File: src/ntc_thermistor_temperature_defines.svh
// assertion macros for the ntc thermistor temperature block
// no dependencies
`ifndef NTC_THERMISTOR_TEMPERATURE_DEFINES_SVH
`define NTC_THERMISTOR_TEMPERATURE_DEFINES_SVH
// implication checked on every clock unless in reset
`define NTC_ASSERT_IMP(label, clk_i, rst_ni, ante, cons, msg) \
  label: assert property (@(posedge clk_i) disable iff (!rst_ni) (ante) |-> (cons)) \
    else $error(msg);
// next-cycle implication
`define NTC_ASSERT_NXT(label, clk_i, rst_ni, ante, cons, msg) \
  label: assert property (@(posedge clk_i) disable iff (!rst_ni) (ante) |=> (cons)) \
    else $error(msg);
`endif

File: src/ntc_pkg.sv
// shared constants and the resistance table function for the ntc thermistor block
// no dependencies
`default_nettype none
package ntc_pkg;
  localparam int unsigned AdcBits = 12;
  localparam int unsigned TableEntries = 25;
  localparam int unsigned TempStepX10 = 50;
  localparam logic signed [10:0] TempMinX10 = -11'sd200;
  localparam logic signed [10:0] TempMaxX10 = 11'sd1000;
  localparam logic [23:0] ROpen = 24'd200000;
  localparam logic [23:0] RShort = 24'd100;
  localparam logic [23:0] VSat = 24'hFFFFFF;
  localparam logic [12:0] SupplyBaseMv = 13'd2400;
  localparam logic [1:0] REG_SAMPLE_COUNT = 2'd0;
  localparam logic [1:0] REG_REF_MV = 2'd1;
  localparam logic [1:0] REG_PULLUP = 2'd2;

  function automatic logic [16:0] rt_rom(input logic [4:0] k);
    logic [16:0] v;
    unique case (k)
      5'd0: v = 17'd97100;  5'd1: v = 17'd72700;  5'd2: v = 17'd54800;
      5'd3: v = 17'd41800;  5'd4: v = 17'd32600;  5'd5: v = 17'd25600;
      5'd6: v = 17'd19900;  5'd7: v = 17'd15800;  5'd8: v = 17'd12500;
      5'd9: v = 17'd10000;  5'd10: v = 17'd8100;  5'd11: v = 17'd6500;
      5'd12: v = 17'd5300;  5'd13: v = 17'd4350;  5'd14: v = 17'd3600;
      5'd15: v = 17'd3000;  5'd16: v = 17'd2500;  5'd17: v = 17'd2100;
      5'd18: v = 17'd1800;  5'd19: v = 17'd1520;  5'd20: v = 17'd1300;
      5'd21: v = 17'd1110;  5'd22: v = 17'd960;   5'd23: v = 17'd830;
      5'd24: v = 17'd720;
      default: v = 17'd720;
    endcase
    return v;
  endfunction
endpackage
`default_nettype wire

File: src/ntc_if.sv
// valid/ready channel interfaces for the ntc thermistor block
// depends on ntc_pkg for the adc sample width
`default_nettype none
interface ntc_in_if
  import ntc_pkg::*;
();
  logic valid;
  logic ready;
  logic [AdcBits-1:0] ntc_sample;
  logic [AdcBits-1:0] ref_sample;
  logic [3:0] supply_code;
  modport source(output valid, ntc_sample, ref_sample, supply_code, input ready);
  modport sink(input valid, ntc_sample, ref_sample, supply_code, output ready);
endinterface

interface ntc_out_if ();
  logic valid;
  logic ready;
  logic signed [10:0] temperature_x10;
  logic [15:0] voltage_mv;
  logic [23:0] resistance_ohm;
  modport source(output valid, temperature_x10, voltage_mv, resistance_ohm, input ready);
  modport sink(input valid, temperature_x10, voltage_mv, resistance_ohm, output ready);
endinterface
`default_nettype wire

File: src/ntc_div.sv
// bit-serial restoring divider, one quotient bit per cycle
// depends on ntc_pkg
`default_nettype none
module ntc_div
  import ntc_pkg::*;
#(
  parameter int NumW = 48,
  parameter int DenW = 24
) (
  input  wire logic            clk,
  input  wire logic            rst_n,
  input  wire logic            start,
  input  wire logic [NumW-1:0] num,
  input  wire logic [DenW-1:0] den,
  output logic                 done,
  output logic [NumW-1:0]      quo
);
  localparam int CntW = $clog2(NumW + 1);
  logic [NumW-1:0] q_r;
  logic [DenW:0]   rem_r;
  logic [DenW-1:0] den_r;
  logic [CntW-1:0] cnt_r;
  logic            busy_r;
  logic [DenW:0]   trial;
  logic [DenW:0]   diff;

  assign trial = {rem_r[DenW-1:0], q_r[NumW-1]};
  assign diff  = trial - {1'b0, den_r};

  always_ff @(posedge clk) begin
    if (!rst_n) begin
      busy_r <= 1'b0;
      done   <= 1'b0;
      cnt_r  <= '0;
    end else begin
      done <= 1'b0;
      if (start) begin
        busy_r <= 1'b1;
        q_r    <= num;
        rem_r  <= '0;
        den_r  <= den;
        cnt_r  <= CntW'(NumW);
      end else if (busy_r) begin
        if (!diff[DenW]) begin
          rem_r <= diff;
          q_r   <= {q_r[NumW-2:0], 1'b1};
        end else begin
          rem_r <= trial;
          q_r   <= {q_r[NumW-2:0], 1'b0};
        end
        cnt_r <= cnt_r - 1'b1;
        if (cnt_r == CntW'(1)) begin
          busy_r <= 1'b0;
          done   <= 1'b1;
        end
      end
    end
  end
  assign quo = q_r;
endmodule
`default_nettype wire

File: src/ntc_thermistor_temperature.sv
// ntc thermistor temperature top level: accumulation, sequencer, result register
// depends on ntc_pkg, ntc_if.sv, ntc_div and the assertion macro header
// usage:
//   in channel: one request per pair of adc samples (ntc, ref) plus supply code
//   out channel: one request per finished measurement (temperature, mv, ohm)
//   cfg port: apb-style writes, sample_count @0, ref_voltage_mv @4, pullup_ohm @8
// processing:
//   a pair that does not finish a measurement is always accepted, also while busy
//   the finishing pair starts up to five divisions on one shared bit-serial
//   divider (two averages, voltage, resistance, interpolation fraction); each
//   is started, runs the divider loop and hands its quotient back; a table
//   walk of up to 24 segments precedes the fraction, then the output register
// reset:
//   accumulators and pair count cleared, registers back to 8 / 1200 / 10000
// stall:
//   the result sits in the output register until taken; the next pairs are
//   still accepted and summed meanwhile, only a new finishing pair waits
`default_nettype none
`include "ntc_thermistor_temperature_defines.svh"
module ntc_thermistor_temperature
  import ntc_pkg::*;
#(
  parameter int MAX_SAMPLES = 64
) (
  input  wire logic  clk,
  input  wire logic  rst_n,
  ntc_in_if.sink     in_ch,
  ntc_out_if.source  out_ch,
  input  wire logic        cfg_psel,
  input  wire logic        cfg_penable,
  input  wire logic        cfg_pwrite,
  input  wire logic [3:0]  cfg_paddr,
  input  wire logic [31:0] cfg_pwdata,
  output logic [31:0]      cfg_prdata,
  output logic             cfg_pready
);
  localparam int AccW = AdcBits + $clog2(MAX_SAMPLES + 1);
  localparam int NumW = 48;
  localparam int DenW = 24;

  typedef enum logic [3:0] {
    S_IDLE, S_AVG_N, S_WAIT_N, S_AVG_R, S_WAIT_R, S_VOLT, S_WAIT_V,
    S_RES, S_WAIT_RES, S_SCAN, S_FRAC, S_WAIT_F, S_OUT
  } state_t;

  // configuration registers
  logic [6:0]  sample_count_r;
  logic [11:0] ref_mv_r;
  logic [19:0] pullup_r;
  logic        cfg_wr;
  assign cfg_pready = 1'b1;
  assign cfg_wr = cfg_psel && cfg_penable && cfg_pwrite;

  always_ff @(posedge clk) begin
    if (!rst_n) begin
      sample_count_r <= 7'd8;
      ref_mv_r       <= 12'd1200;
      pullup_r       <= 20'd10000;
    end else if (cfg_wr) begin
      priority case (cfg_paddr[3:2])
        REG_SAMPLE_COUNT: sample_count_r <= cfg_pwdata[6:0];
        REG_REF_MV:       ref_mv_r <= cfg_pwdata[11:0];
        REG_PULLUP:       pullup_r <= cfg_pwdata[19:0];
        default: ;
      endcase
    end
  end

  always_comb begin
    unique case (cfg_paddr[3:2])
      REG_SAMPLE_COUNT: cfg_prdata = {25'd0, sample_count_r};
      REG_REF_MV:       cfg_prdata = {20'd0, ref_mv_r};
      REG_PULLUP:       cfg_prdata = {12'd0, pullup_r};
      default:          cfg_prdata = '0;
    endcase
  end

  // effective count, clamped to 1..MAX_SAMPLES
  logic [8:0] eff_count;
  always_comb begin
    if (sample_count_r == 7'd0) eff_count = 9'd1;
    else if (32'(sample_count_r) > MAX_SAMPLES) eff_count = 9'(MAX_SAMPLES);
    else eff_count = {2'b00, sample_count_r};
  end

  // accumulation
  logic [AccW-1:0] ntc_acc_r, ref_acc_r, ntc_sum_r, ref_sum_r;
  logic [8:0]      pairs_r;
  logic [3:0]      supply_code_r;
  state_t          state_r;
  logic            last_pair;
  logic            in_fire;
  logic            busy;
  assign busy      = (state_r != S_IDLE);
  assign last_pair = (pairs_r + 9'd1) >= eff_count;
  assign in_ch.ready = !(last_pair && busy);
  assign in_fire = in_ch.valid && in_ch.ready;

  always_ff @(posedge clk) begin
    if (!rst_n) begin
      ntc_acc_r <= '0;
      ref_acc_r <= '0;
      pairs_r   <= '0;
    end else if (in_fire) begin
      if (last_pair) begin
        ntc_acc_r <= '0;
        ref_acc_r <= '0;
        pairs_r   <= '0;
      end else begin
        ntc_acc_r <= ntc_acc_r + AccW'(in_ch.ntc_sample);
        ref_acc_r <= ref_acc_r + AccW'(in_ch.ref_sample);
        pairs_r   <= pairs_r + 9'd1;
      end
    end
  end

  // shared divider
  logic            div_start, div_done;
  logic [NumW-1:0] div_num, div_quo;
  logic [DenW-1:0] div_den;
  ntc_div #(.NumW(NumW), .DenW(DenW)) u_div (
    .clk(clk), .rst_n(rst_n), .start(div_start), .num(div_num), .den(div_den),
    .done(div_done), .quo(div_quo)
  );

  // sequencer datapath
  logic [23:0]       ntc_avg_r, ref_avg_r, volt_r, res_r;
  logic [13:0]       vdd_mv;
  logic [4:0]        k_r;
  logic signed [10:0] temp_r;
  logic              ovalid_r;
  logic signed [10:0] otemp_r;
  logic [15:0]       ovolt_r;
  logic [23:0]       ores_r;
  logic [16:0]       rom_hi, rom_lo;
  logic              res_div;
  logic              out_load;

  assign vdd_mv = {1'b0, SupplyBaseMv} + 14'(supply_code_r) * 14'd100;
  assign rom_hi = rt_rom(k_r);
  assign rom_lo = rt_rom(k_r + 5'd1);
  // voltage between the near-ground and near-supply limits needs the divider
  assign res_div = (volt_r < 24'(vdd_mv) - 24'd10) && (volt_r >= 24'd10);
  // result register free or being emptied this cycle
  assign out_load = (state_r == S_OUT) && (!ovalid_r || out_ch.ready);

  always_comb begin
    div_start = 1'b0;
    div_num   = '0;
    div_den   = '0;
    unique case (state_r)
      S_AVG_N: begin
        div_start = 1'b1;
        div_num = NumW'(ntc_sum_r);
        div_den = DenW'(eff_count);
      end
      S_AVG_R: begin
        div_start = 1'b1;
        div_num = NumW'(ref_sum_r);
        div_den = DenW'(eff_count);
      end
      S_VOLT: begin
        div_start = (ref_avg_r != 24'd0);
        div_num = NumW'(ref_mv_r) * NumW'(ntc_avg_r);
        div_den = ref_avg_r;
      end
      S_RES: begin
        div_start = res_div;
        div_num = NumW'(pullup_r) * NumW'(volt_r);
        div_den = DenW'(vdd_mv) - volt_r;
      end
      S_FRAC: begin
        div_start = 1'b1;
        div_num = NumW'(TempStepX10) * NumW'(17'(rom_hi) - 17'(res_r));
        div_den = DenW'(rom_hi - rom_lo);
      end
      default: ;
    endcase
  end

  always_ff @(posedge clk) begin
    if (!rst_n) begin
      state_r  <= S_IDLE;
      ovalid_r <= 1'b0;
    end else begin
      if (out_load) ovalid_r <= 1'b1;
      else if (out_ch.ready) ovalid_r <= 1'b0;
      unique case (state_r)
        S_IDLE: begin
          if (in_fire && last_pair) begin
            ntc_sum_r     <= ntc_acc_r + AccW'(in_ch.ntc_sample);
            ref_sum_r     <= ref_acc_r + AccW'(in_ch.ref_sample);
            supply_code_r <= in_ch.supply_code;
            state_r       <= S_AVG_N;
          end
        end
        S_AVG_N: state_r <= S_WAIT_N;
        S_WAIT_N: if (div_done) begin
          ntc_avg_r <= div_quo[23:0];
          state_r <= S_AVG_R;
        end
        S_AVG_R: state_r <= S_WAIT_R;
        S_WAIT_R: if (div_done) begin
          ref_avg_r <= div_quo[23:0];
          state_r <= S_VOLT;
        end
        S_VOLT: begin
          if (ref_avg_r == 24'd0) begin
            volt_r <= VSat;
            state_r <= S_RES;
          end else begin
            state_r <= S_WAIT_V;
          end
        end
        S_WAIT_V: if (div_done) begin
          volt_r <= (div_quo > NumW'(VSat)) ? VSat : div_quo[23:0];
          state_r <= S_RES;
        end
        S_RES: begin
          k_r <= '0;
          if (volt_r >= 24'(vdd_mv) - 24'd10) begin
            res_r <= ROpen;
            state_r <= S_SCAN;
          end else if (volt_r < 24'd10) begin
            res_r <= RShort;
            state_r <= S_SCAN;
          end else begin
            state_r <= S_WAIT_RES;
          end
        end
        S_WAIT_RES: if (div_done) begin
          res_r <= (div_quo > NumW'(VSat)) ? VSat : div_quo[23:0];
          state_r <= S_SCAN;
        end
        S_SCAN: begin
          // walk one table segment per cycle
          if (res_r <= 24'(rt_rom(5'(TableEntries - 1)))) begin
            temp_r <= TempMaxX10;
            state_r <= S_OUT;
          end else if (res_r >= 24'(rt_rom(5'd0))) begin
            temp_r <= TempMinX10;
            state_r <= S_OUT;
          end else if (res_r >= 24'(rom_lo)) begin
            state_r <= S_FRAC;
          end else begin
            k_r <= k_r + 5'd1;
          end
        end
        S_FRAC: state_r <= S_WAIT_F;
        S_WAIT_F: if (div_done) begin
          temp_r <= TempMinX10 + 11'(k_r) * 11'sd50 + 11'(div_quo[5:0]);
          state_r <= S_OUT;
        end
        S_OUT: begin
          if (out_load) begin
            otemp_r  <= temp_r;
            ovolt_r  <= volt_r[15:0];
            ores_r   <= res_r;
            state_r  <= S_IDLE;
          end
        end
        default: state_r <= S_IDLE;
      endcase
    end
  end

  assign out_ch.valid = ovalid_r;
  assign out_ch.temperature_x10 = otemp_r;
  assign out_ch.voltage_mv = ovolt_r;
  assign out_ch.resistance_ohm = ores_r;

  `NTC_ASSERT_IMP(a_pairs_bound, clk, rst_n, 1'b1, pairs_r < 9'(MAX_SAMPLES), "pair count over max")
  `NTC_ASSERT_NXT(a_out_hold, clk, rst_n, ovalid_r && !out_ch.ready, ovalid_r && $stable(ores_r), "result lost")
  `NTC_ASSERT_IMP(a_no_start_idle, clk, rst_n, state_r == S_IDLE, !div_start, "divider started while idle")
endmodule
`default_nettype wire
File: src/flat_wrapper.sv
// flat-port wrapper written by rule: the top's interface ports become plain ports
module ntc_thermistor_temperature_flat import ntc_pkg::*;
#(
  parameter int MAX_SAMPLES = 64
)
  (clk, rst_n, cfg_psel, cfg_penable, cfg_pwrite, cfg_paddr, cfg_pwdata, cfg_prdata, cfg_pready, in_ch_valid, in_ch_ntc_sample, in_ch_ref_sample, in_ch_supply_code, in_ch_ready, out_ch_valid, out_ch_temperature_x10, out_ch_voltage_mv, out_ch_resistance_ohm, out_ch_ready);
  ntc_in_if in_ch_i ();
  ntc_out_if out_ch_i ();
  input  wire logic clk;
  input  wire logic rst_n;
  input  wire logic cfg_psel;
  input  wire logic cfg_penable;
  input  wire logic cfg_pwrite;
  input  wire logic [3:0] cfg_paddr;
  input  wire logic [31:0] cfg_pwdata;
  output logic [31:0] cfg_prdata;
  output logic cfg_pready;
  input wire logic [$bits(in_ch_i.valid)-1:0] in_ch_valid;
  input wire logic [$bits(in_ch_i.ntc_sample)-1:0] in_ch_ntc_sample;
  input wire logic [$bits(in_ch_i.ref_sample)-1:0] in_ch_ref_sample;
  input wire logic [$bits(in_ch_i.supply_code)-1:0] in_ch_supply_code;
  output wire logic [$bits(in_ch_i.ready)-1:0] in_ch_ready;
  output wire logic [$bits(out_ch_i.valid)-1:0] out_ch_valid;
  output wire logic [$bits(out_ch_i.temperature_x10)-1:0] out_ch_temperature_x10;
  output wire logic [$bits(out_ch_i.voltage_mv)-1:0] out_ch_voltage_mv;
  output wire logic [$bits(out_ch_i.resistance_ohm)-1:0] out_ch_resistance_ohm;
  input wire logic [$bits(out_ch_i.ready)-1:0] out_ch_ready;
  assign in_ch_i.valid = in_ch_valid;
  assign in_ch_i.ntc_sample = in_ch_ntc_sample;
  assign in_ch_i.ref_sample = in_ch_ref_sample;
  assign in_ch_i.supply_code = in_ch_supply_code;
  assign in_ch_ready = in_ch_i.ready;
  assign out_ch_valid = out_ch_i.valid;
  assign out_ch_temperature_x10 = out_ch_i.temperature_x10;
  assign out_ch_voltage_mv = out_ch_i.voltage_mv;
  assign out_ch_resistance_ohm = out_ch_i.resistance_ohm;
  assign out_ch_i.ready = out_ch_ready;
  ntc_thermistor_temperature #(.MAX_SAMPLES(MAX_SAMPLES)) u_core (.clk(clk), .rst_n(rst_n), .in_ch(in_ch_i), .out_ch(out_ch_i), .cfg_psel(cfg_psel), .cfg_penable(cfg_penable), .cfg_pwrite(cfg_pwrite), .cfg_paddr(cfg_paddr), .cfg_pwdata(cfg_pwdata), .cfg_prdata(cfg_prdata), .cfg_pready(cfg_pready));
endmodule
File: config.mk
export PLATFORM = sky130hd
export DESIGN_NAME = ntc_thermistor_temperature_flat
export DESIGN_NICKNAME = d
export VERILOG_FILES = /design/src/ntc_pkg.sv /design/src/ntc_if.sv /design/src/ntc_div.sv /design/src/ntc_thermistor_temperature.sv /design/src/flat_wrapper.sv
export VERILOG_INCLUDE_DIRS = /design/src /design/src/src
export SDC_FILE = /design/constraint.sdc
export NUM_CORES = 2
export LEC_CHECK = 0
export BUFFER_PORTS_ARGS = -buffer_cell sky130_fd_sc_hd__buf_2
export CAP_MARGIN = 10
export CORE_MARGIN = 2
export CORE_UTILIZATION = 25
export DETAILED_ROUTE_END_ITERATION = 10
export HOLD_SLACK_MARGIN = 0.03
export PLACE_DENSITY_LB_ADDON = 0.2
export SLEW_MARGIN = 20
export SYNTH_ARGS = -nofsm -noshare
export SYNTH_HDL_FRONTEND = slang
export SYNTH_SLANG_ARGS = --single-unit
export TNS_END_PERCENT = 100
File: constraint.sdc
create_clock -name clk -period 7.2 [get_ports clk]
set_clock_uncertainty 0.15 [all_clocks]
set_input_delay 1.08 -clock clk [delete_from_list [all_inputs] [get_ports clk]]
set_output_delay 1.08 -clock clk [all_outputs]
set_load 0.03 [all_outputs]
; ---- Yosys cells after proc, flatten, opt, wreduce, memory -nomap -nowiden
; Memories as Yosys holds them, arrays and structs flattened. A register that Yosys moved wholly into a read port is not among the register bits.
; Cells that the tools add are included.
[word_totals]
ff_bits = 400
mem_bits_ro = 1024
output_inout_bits = 86
memories = 2
[memory_table]
columns = memory, words, width, read_ports, rd_ports_with_merged_regs, wr, line
row1 = (no name shown), 32, 16, 1, 0, 0, ntc_pkg.sv:20  ; unique case (k)
row2 = (no name shown), 32, 16, 1, 1, 0, ntc_pkg.sv:20
[op_classes]
n_addsub = 13
n_mul = 5
magnitude_cmp = 10
n_eq_ne = 29
mux = 52
n_bitwise = 2
reduce_logical = 40
[ops]
columns = op, count
row1 = one-hot mux 48 bit (5 select lines), 1
row2 = 2-to-1 mux 24 bit, 7
row3 = 2-to-1 mux 48 bit, 2
row4 = one-hot mux 24 bit (2 select lines), 2
row5 = one-hot mux 24 bit (4 select lines), 1
row6 = one-hot mux 20 bit (3 select lines), 1
row7 = one-hot mux 4 bit (13 select lines), 1
row8 = greater-than comparator 48 x 24 -> 1 bit (second input constant), 1
row9 = multiplier 5 x 48 -> 47 bit (first input constant), 1
row10 = multiplier 20 x 24 -> 44 bit, 1
row11 = 2-to-1 mux 4 bit, 11
row12 = adder 19 x 12 -> 19 bit, 2
row13 = 2-to-1 mux 19 bit, 2
row14 = multiplier 12 x 24 -> 36 bit, 1
row15 = subtractor 17 x 17 -> 18 bit, 2
row16 = 2-to-1 mux 11 bit, 3
row17 = subtractor 25 x 24 -> 25 bit, 1
row18 = >= comparator 24 x 17 -> 1 bit, 1
row19 = >= comparator 24 x 17 -> 1 bit (second input constant), 1
row20 = >= comparator 24 bit, 1
row21 = >= comparator 24 x 4 -> 1 bit (second input constant), 1
row22 = less-or-equal comparator 24 x 10 -> 1 bit (second input constant), 1
row23 = logical NOT 24 bit, 1
row24 = less-than comparator 24 bit, 1
row25 = other kinds (49), 104

; ---- Logic depth before layout (Yosys ltp)
[depth]
ltp_word = 10
depth_mapped = 28

; ---- Modules after synthesis
; From an unflattened synthesis, not the netlist that was laid out.
[unflattened]
cells_unflattened = 5530
hier_area_um2 = 51280.4
[by_module_without_submodules]
columns = module, instances, cells_each, area_per_inst_um2, seq_area_each_um2
row1 = ntc_thermistor_temperature, 1, 5083, 45761.4, 8298.0
row2 = ntc_div, 1, 447, 5519.0, 3042.9

; ---- Worst setup path before layout
; OpenSTA, ideal clock, no wires.
[synth_timing]
path_type = register to register
start = register u_core.volt_r[16]
end = register u_core.u_div.q_r[33] (netlist: u_core.u_div.quo[33]) (data pin)
setup_time_ns = 0.261
t_arrival_ns = 6.810
required_time_ns = 6.789
setup_slack_ns = -0.021
path_stages_with_launch = 24
path_buffers = 2
cell_sequence = edfxtp_1 > clkbuf_1 > clkbuf_1 > nand2_1 > fa_1 > fa_1 > fa_1 > inv_1 > fa_1 > fa_1 > fa_1 > inv_1 > fa_1 > inv_1 > ha_1 > a2111oi_0 > o21ai_0 > a221oi_1 > o2bb2ai_1 > a211o_1 > a21oi_1 > xor2_1 > nor2_1 > o32a_1
[synth_via]
elab_chain_cells = 4
[synth_rtl]
columns = element, line
row1 = "start, declared", ntc_thermistor_temperature.sv:127  ; logic [23:0] ntc_avg_r, ref_avg_r, volt_r, res_r;
row2 = "start signal, assigned", ntc_thermistor_temperature.sv:209  ; volt_r <= VSat;
row3 = "start signal, assigned", ntc_thermistor_temperature.sv:216  ; volt_r <= (div_quo > NumW'(VSat)) ? VSat : div_quo[23:0];
row4 = "parallel branches: the longest is 3 deep, another holds multiplier 20 x 24 -> 44 bit", -
row5 = 2-to-1 mux 48 bit (*), ntc_div.sv:37  ; if (start) begin
row6 = "end signal, assigned", ntc_div.sv:39  ; q_r <= num;
row7 = "end signal, assigned", ntc_div.sv:46  ; q_r <= {q_r[NumW-2:0], 1'b1};
row8 = "end signal, assigned", ntc_div.sv:49  ; q_r <= {q_r[NumW-2:0], 1'b0};
row9 = "end, declared", ntc_div.sv:19  ; logic [NumW-1:0] q_r;
; Mark *: on every way between the ends.
; A chain may end at the register's enable or synchronous reset.

; ---- Worst setup path after layout
[layout_timing]
start = register u_core.volt_r[7]
end = register u_core.u_div.q_r[40] (netlist: u_core.u_div.quo[40]) (data pin)
; Same word-level chain as after synthesis.

==> impl_metrics.env <==
export IMPL_track_usage_pct=16.5
export IMPL_crit_slowest_cell="fa_1"
export IMPL_drc=0
export IMPL_yosysMostFrequentCell="inv_1"
export IMPL_yosys_area_top_type="fa_1"
export IMPL_power_mw=16.6
export IMPL_final_layout_size_suffix_gt1_share_pct=15.6
export IMPL_clock_sinks=416
export IMPL_tightestPinTransition_ns=1.21
export IMPL_first_iter_violations=2470
export IMPL_synth_seq_cells=416
export IMPL_gp_congestion=0.892
export IMPL_holdWs_ns=0.272
export IMPL_syn_to_final_growth_pct=19.1
export IMPL_swShare_pct=42.7
export IMPL_vdd_drop_max_uv=531
export IMPL_worstPathMaxFanout=16
export IMPL_hold_viol=0
export IMPL_ys_flop_type="edfxtp_1"
export IMPL_pin_count=157
export IMPL_wirelength_um=174000
export IMPL_synth_cell_types=107
export IMPL_max_cap_viol_count=0
export IMPL_cts_tree="built"
export IMPL_gr_total_overflow=0
export IMPL_crit_path_end_kind="flop"
export IMPL_p_int_mw=9.51
export IMPL_hold_path_class="flop to flop"
export IMPL_cts_buffers=50
export IMPL_initial_core_util_pct=25.2
export IMPL_htreeDepth=2
export IMPL_drv_slew=0
export IMPL_clkTransAtPathRegs_ns=0.06
export IMPL_die_area_um2=208000
export IMPL_critPathKind="flop to flop"
export IMPL_fmax_mhz=141
export IMPL_via_per_inst=4.65
export IMPL_cts_max_path_buffers=3
export IMPL_power_switching_mw=7.09
export IMPL_die_h_um=456
export IMPL_grt_max_degree=62
export IMPL_slowest_delay_ns=0.55
export IMPL_yosys_warnings=0
export IMPL_vias=39900
export IMPL_syn_area_um2=51100
export IMPL_timing_final_crit_share_pct=98.7
export IMPL_finalSetupViolCount=0
export IMPL_final_nets=7049
export IMPL_wl_per_cell_um=20.3
export IMPL_cts_hold_buf=0
export IMPL_slew_headroom_pct=19.3
export IMPL_syn_inst=5521
export IMPL_coreArea_um2=203000
export IMPL_final_util_pct=30.0
export IMPL_synth_edf_count=301
export IMPL_arrival_ns=7.36
export IMPL_synth_async_reset_ratio_pct=0
export IMPL_synth_area_leaders="fa_1 25%, edfxtp_1 18%, ha_1 12%, inv_1 6.3%, nand2_1 5.3%"
export IMPL_grt_pass1_wl_um=265000
export IMPL_p_per_area_nw_per_um2=273
export IMPL_p_leak_nw=27.2
export IMPL_die_w_um=456
export IMPL_grt_pass1_vias=41300
export IMPL_yosysSeqAreaShare_pct=22.2
export IMPL_drt_pass1_iter_count=5
export IMPL_row_count=165
export IMPL_rsz0062_at_grt="true"
export IMPL_cts_root_buf="clkbuf_16"
export IMPL_pwr_share_seq_pct=18.4
export IMPL_avgSynthCellArea_um2=9.26
export IMPL_p_comb_share_pct=64.7
export IMPL_required_ns=7.45
export IMPL_outcome="complete, no violations"
export IMPL_grt_antenna_before_repair=9
export IMPL_p_clk_share_pct=16.9
export IMPL_dp_hpwl_um=140000
export IMPL_tns_ns=0
export IMPL_post_route_min_period_ns=7.11
export IMPL_cpMostUsedCell="fa_1"
export IMPL_clock_latency_ns=0.66
export IMPL_port_buffers=129
export IMPL_ant_nets=0
export IMPL_start_kind="flop"
export IMPL_synth_commonest_cells="859 x inv_1, 723 x nand2_1, 637 x fa_1, 480 x ha_1, 351 x and2_1"
export IMPL_synth_top_area_share_pct=25.0
-- critical path, delay by kind of cell, from the launching register on --
family                   cells  cell delay (ns)
buffers and inverters        7             0.66
XOR/XNOR                     1             0.09
adder cells (fa/ha/maj)      8             3.83
flip-flops                   1             0.40
AND/OR/NAND/NOR              3             0.54
AO/OA/AOI/OAI                6             1.20
-- cells in the final DEF (no fill, tap or decap), drive strengths merged, types with 132 or more instances in the layout --
cell	instances
o21ai	161
nor2	196
and2	353
a21oi	198
nand2	723
inv	870
xnor2	132
ha	480
fa	637
edfxtp	301
buf	545
-- final timing paths --
kind	startpoint	endpoint	slack [ns]	depth (start not counted)
worst max-delay path	u_core.volt_r[7]	u_core.u_div.quo[40]	0.09	25
worst max register to register	u_core.volt_r[7]	u_core.u_div.quo[40]	0.09	25
worst min register to register	u_core.temp_r[0]	u_core.out_ch.temperature_x10[0]	0.27	0
worst min-delay path	u_core.temp_r[0]	u_core.out_ch.temperature_x10[0]	0.27	0
-- power groups by stage --
stage	sequential, mW	combinational (mW)	clock [mW]
2_1_floorplan	2.96	4.85	0
3_3_place_gp	3.11	8.50	0
3_5_place_dp	3.11	8.50	0
4_1_cts	3.06	9.33	2.89
5_1_grt	3.07	11.7	2.96
6_report	3.06	10.7	2.80
-- repair_timing --
item                       4_1_cts  5_1_grt
buffers inserted                21       31
cloned                           0        0
setup endpoints to repair       26       25
pin swaps                      111      183
gates resized for setup        132      191
-- cell families after synthesis --
family | count (synthesis) | synth area share [%]
AO/OA/AOI/OAI | 902 | 12.1
XOR/XNOR | 214 | 3.67
adder cells (fa/ha/maj) | 1117 | 36.7
buffers and inverters | 1141 | 8.60
flip-flops | 416 | 22.2
multiplexers | 28 | 0.558
other | 2 | 0.0147
AND/OR/NAND/NOR | 1701 | 16.1
-- sequential cells by signal, summed over array words and instances (netlist names), 19 cells and up --
name / flops
u_core.pullup_r: 20
u_core.ref_acc_r: 19
u_core.ref_avg_r: 24
u_core.volt_r: 24
u_core.u_div.rem_r: 24
u_core.ntc_avg_r: 24
u_core.u_div.quo: 48
u_core.res_r: 24
u_core.ntc_sum_r: 19
u_core.ref_sum_r: 19
u_core.u_div.den_r: 24
u_core.out_ch.resistance_ohm: 24
u_core.ntc_acc_r: 19
-- cell type report --
class | count | area, um2
antenna | 2 | 5.00
clock buffer | 62 | 1380
clock inverter | 32 | 389
fill | 21400 | 142000
inverter | 862 | 3240
multi-input combinational | 3986 | 36800
sequential | 416 | 11400
tap | 2672 | 3340
timing repair buffer | 545 | 4390
-- per-stage QoR --
step | area (um2) | setup WS, ns | cells
after global placement | 57300 | -0.621 | 8432
after floorplan | 51200 | 0.000830 | 5543
after detailed placement | 57300 | -0.545 | 8432
final | 60900 | 0.0913 | 8577
after global routing | 60800 | -0.127 | 8575
after CTS | 59700 | 0.00218 | 8547
-- metal layers --
| metal | part of all wire, % | routed length (um) | vias to the layer above | track usage (%) |
|---|---|---|---|---|
| met3 | 3.9 | 6760 | 186 | 1.43 |
| met2 | 47 | 81500 | 767 | 27.4 |
| met1 | 46 | 80600 | 20200 | 23.1 |
| met4 | 3.0 | 5140 | 6 | 4.17 |
| li1 | - | - | 18700 | - |
| met5 | 0.026 | 46 | - | 0 |
(Power assumes the default switching activity.)
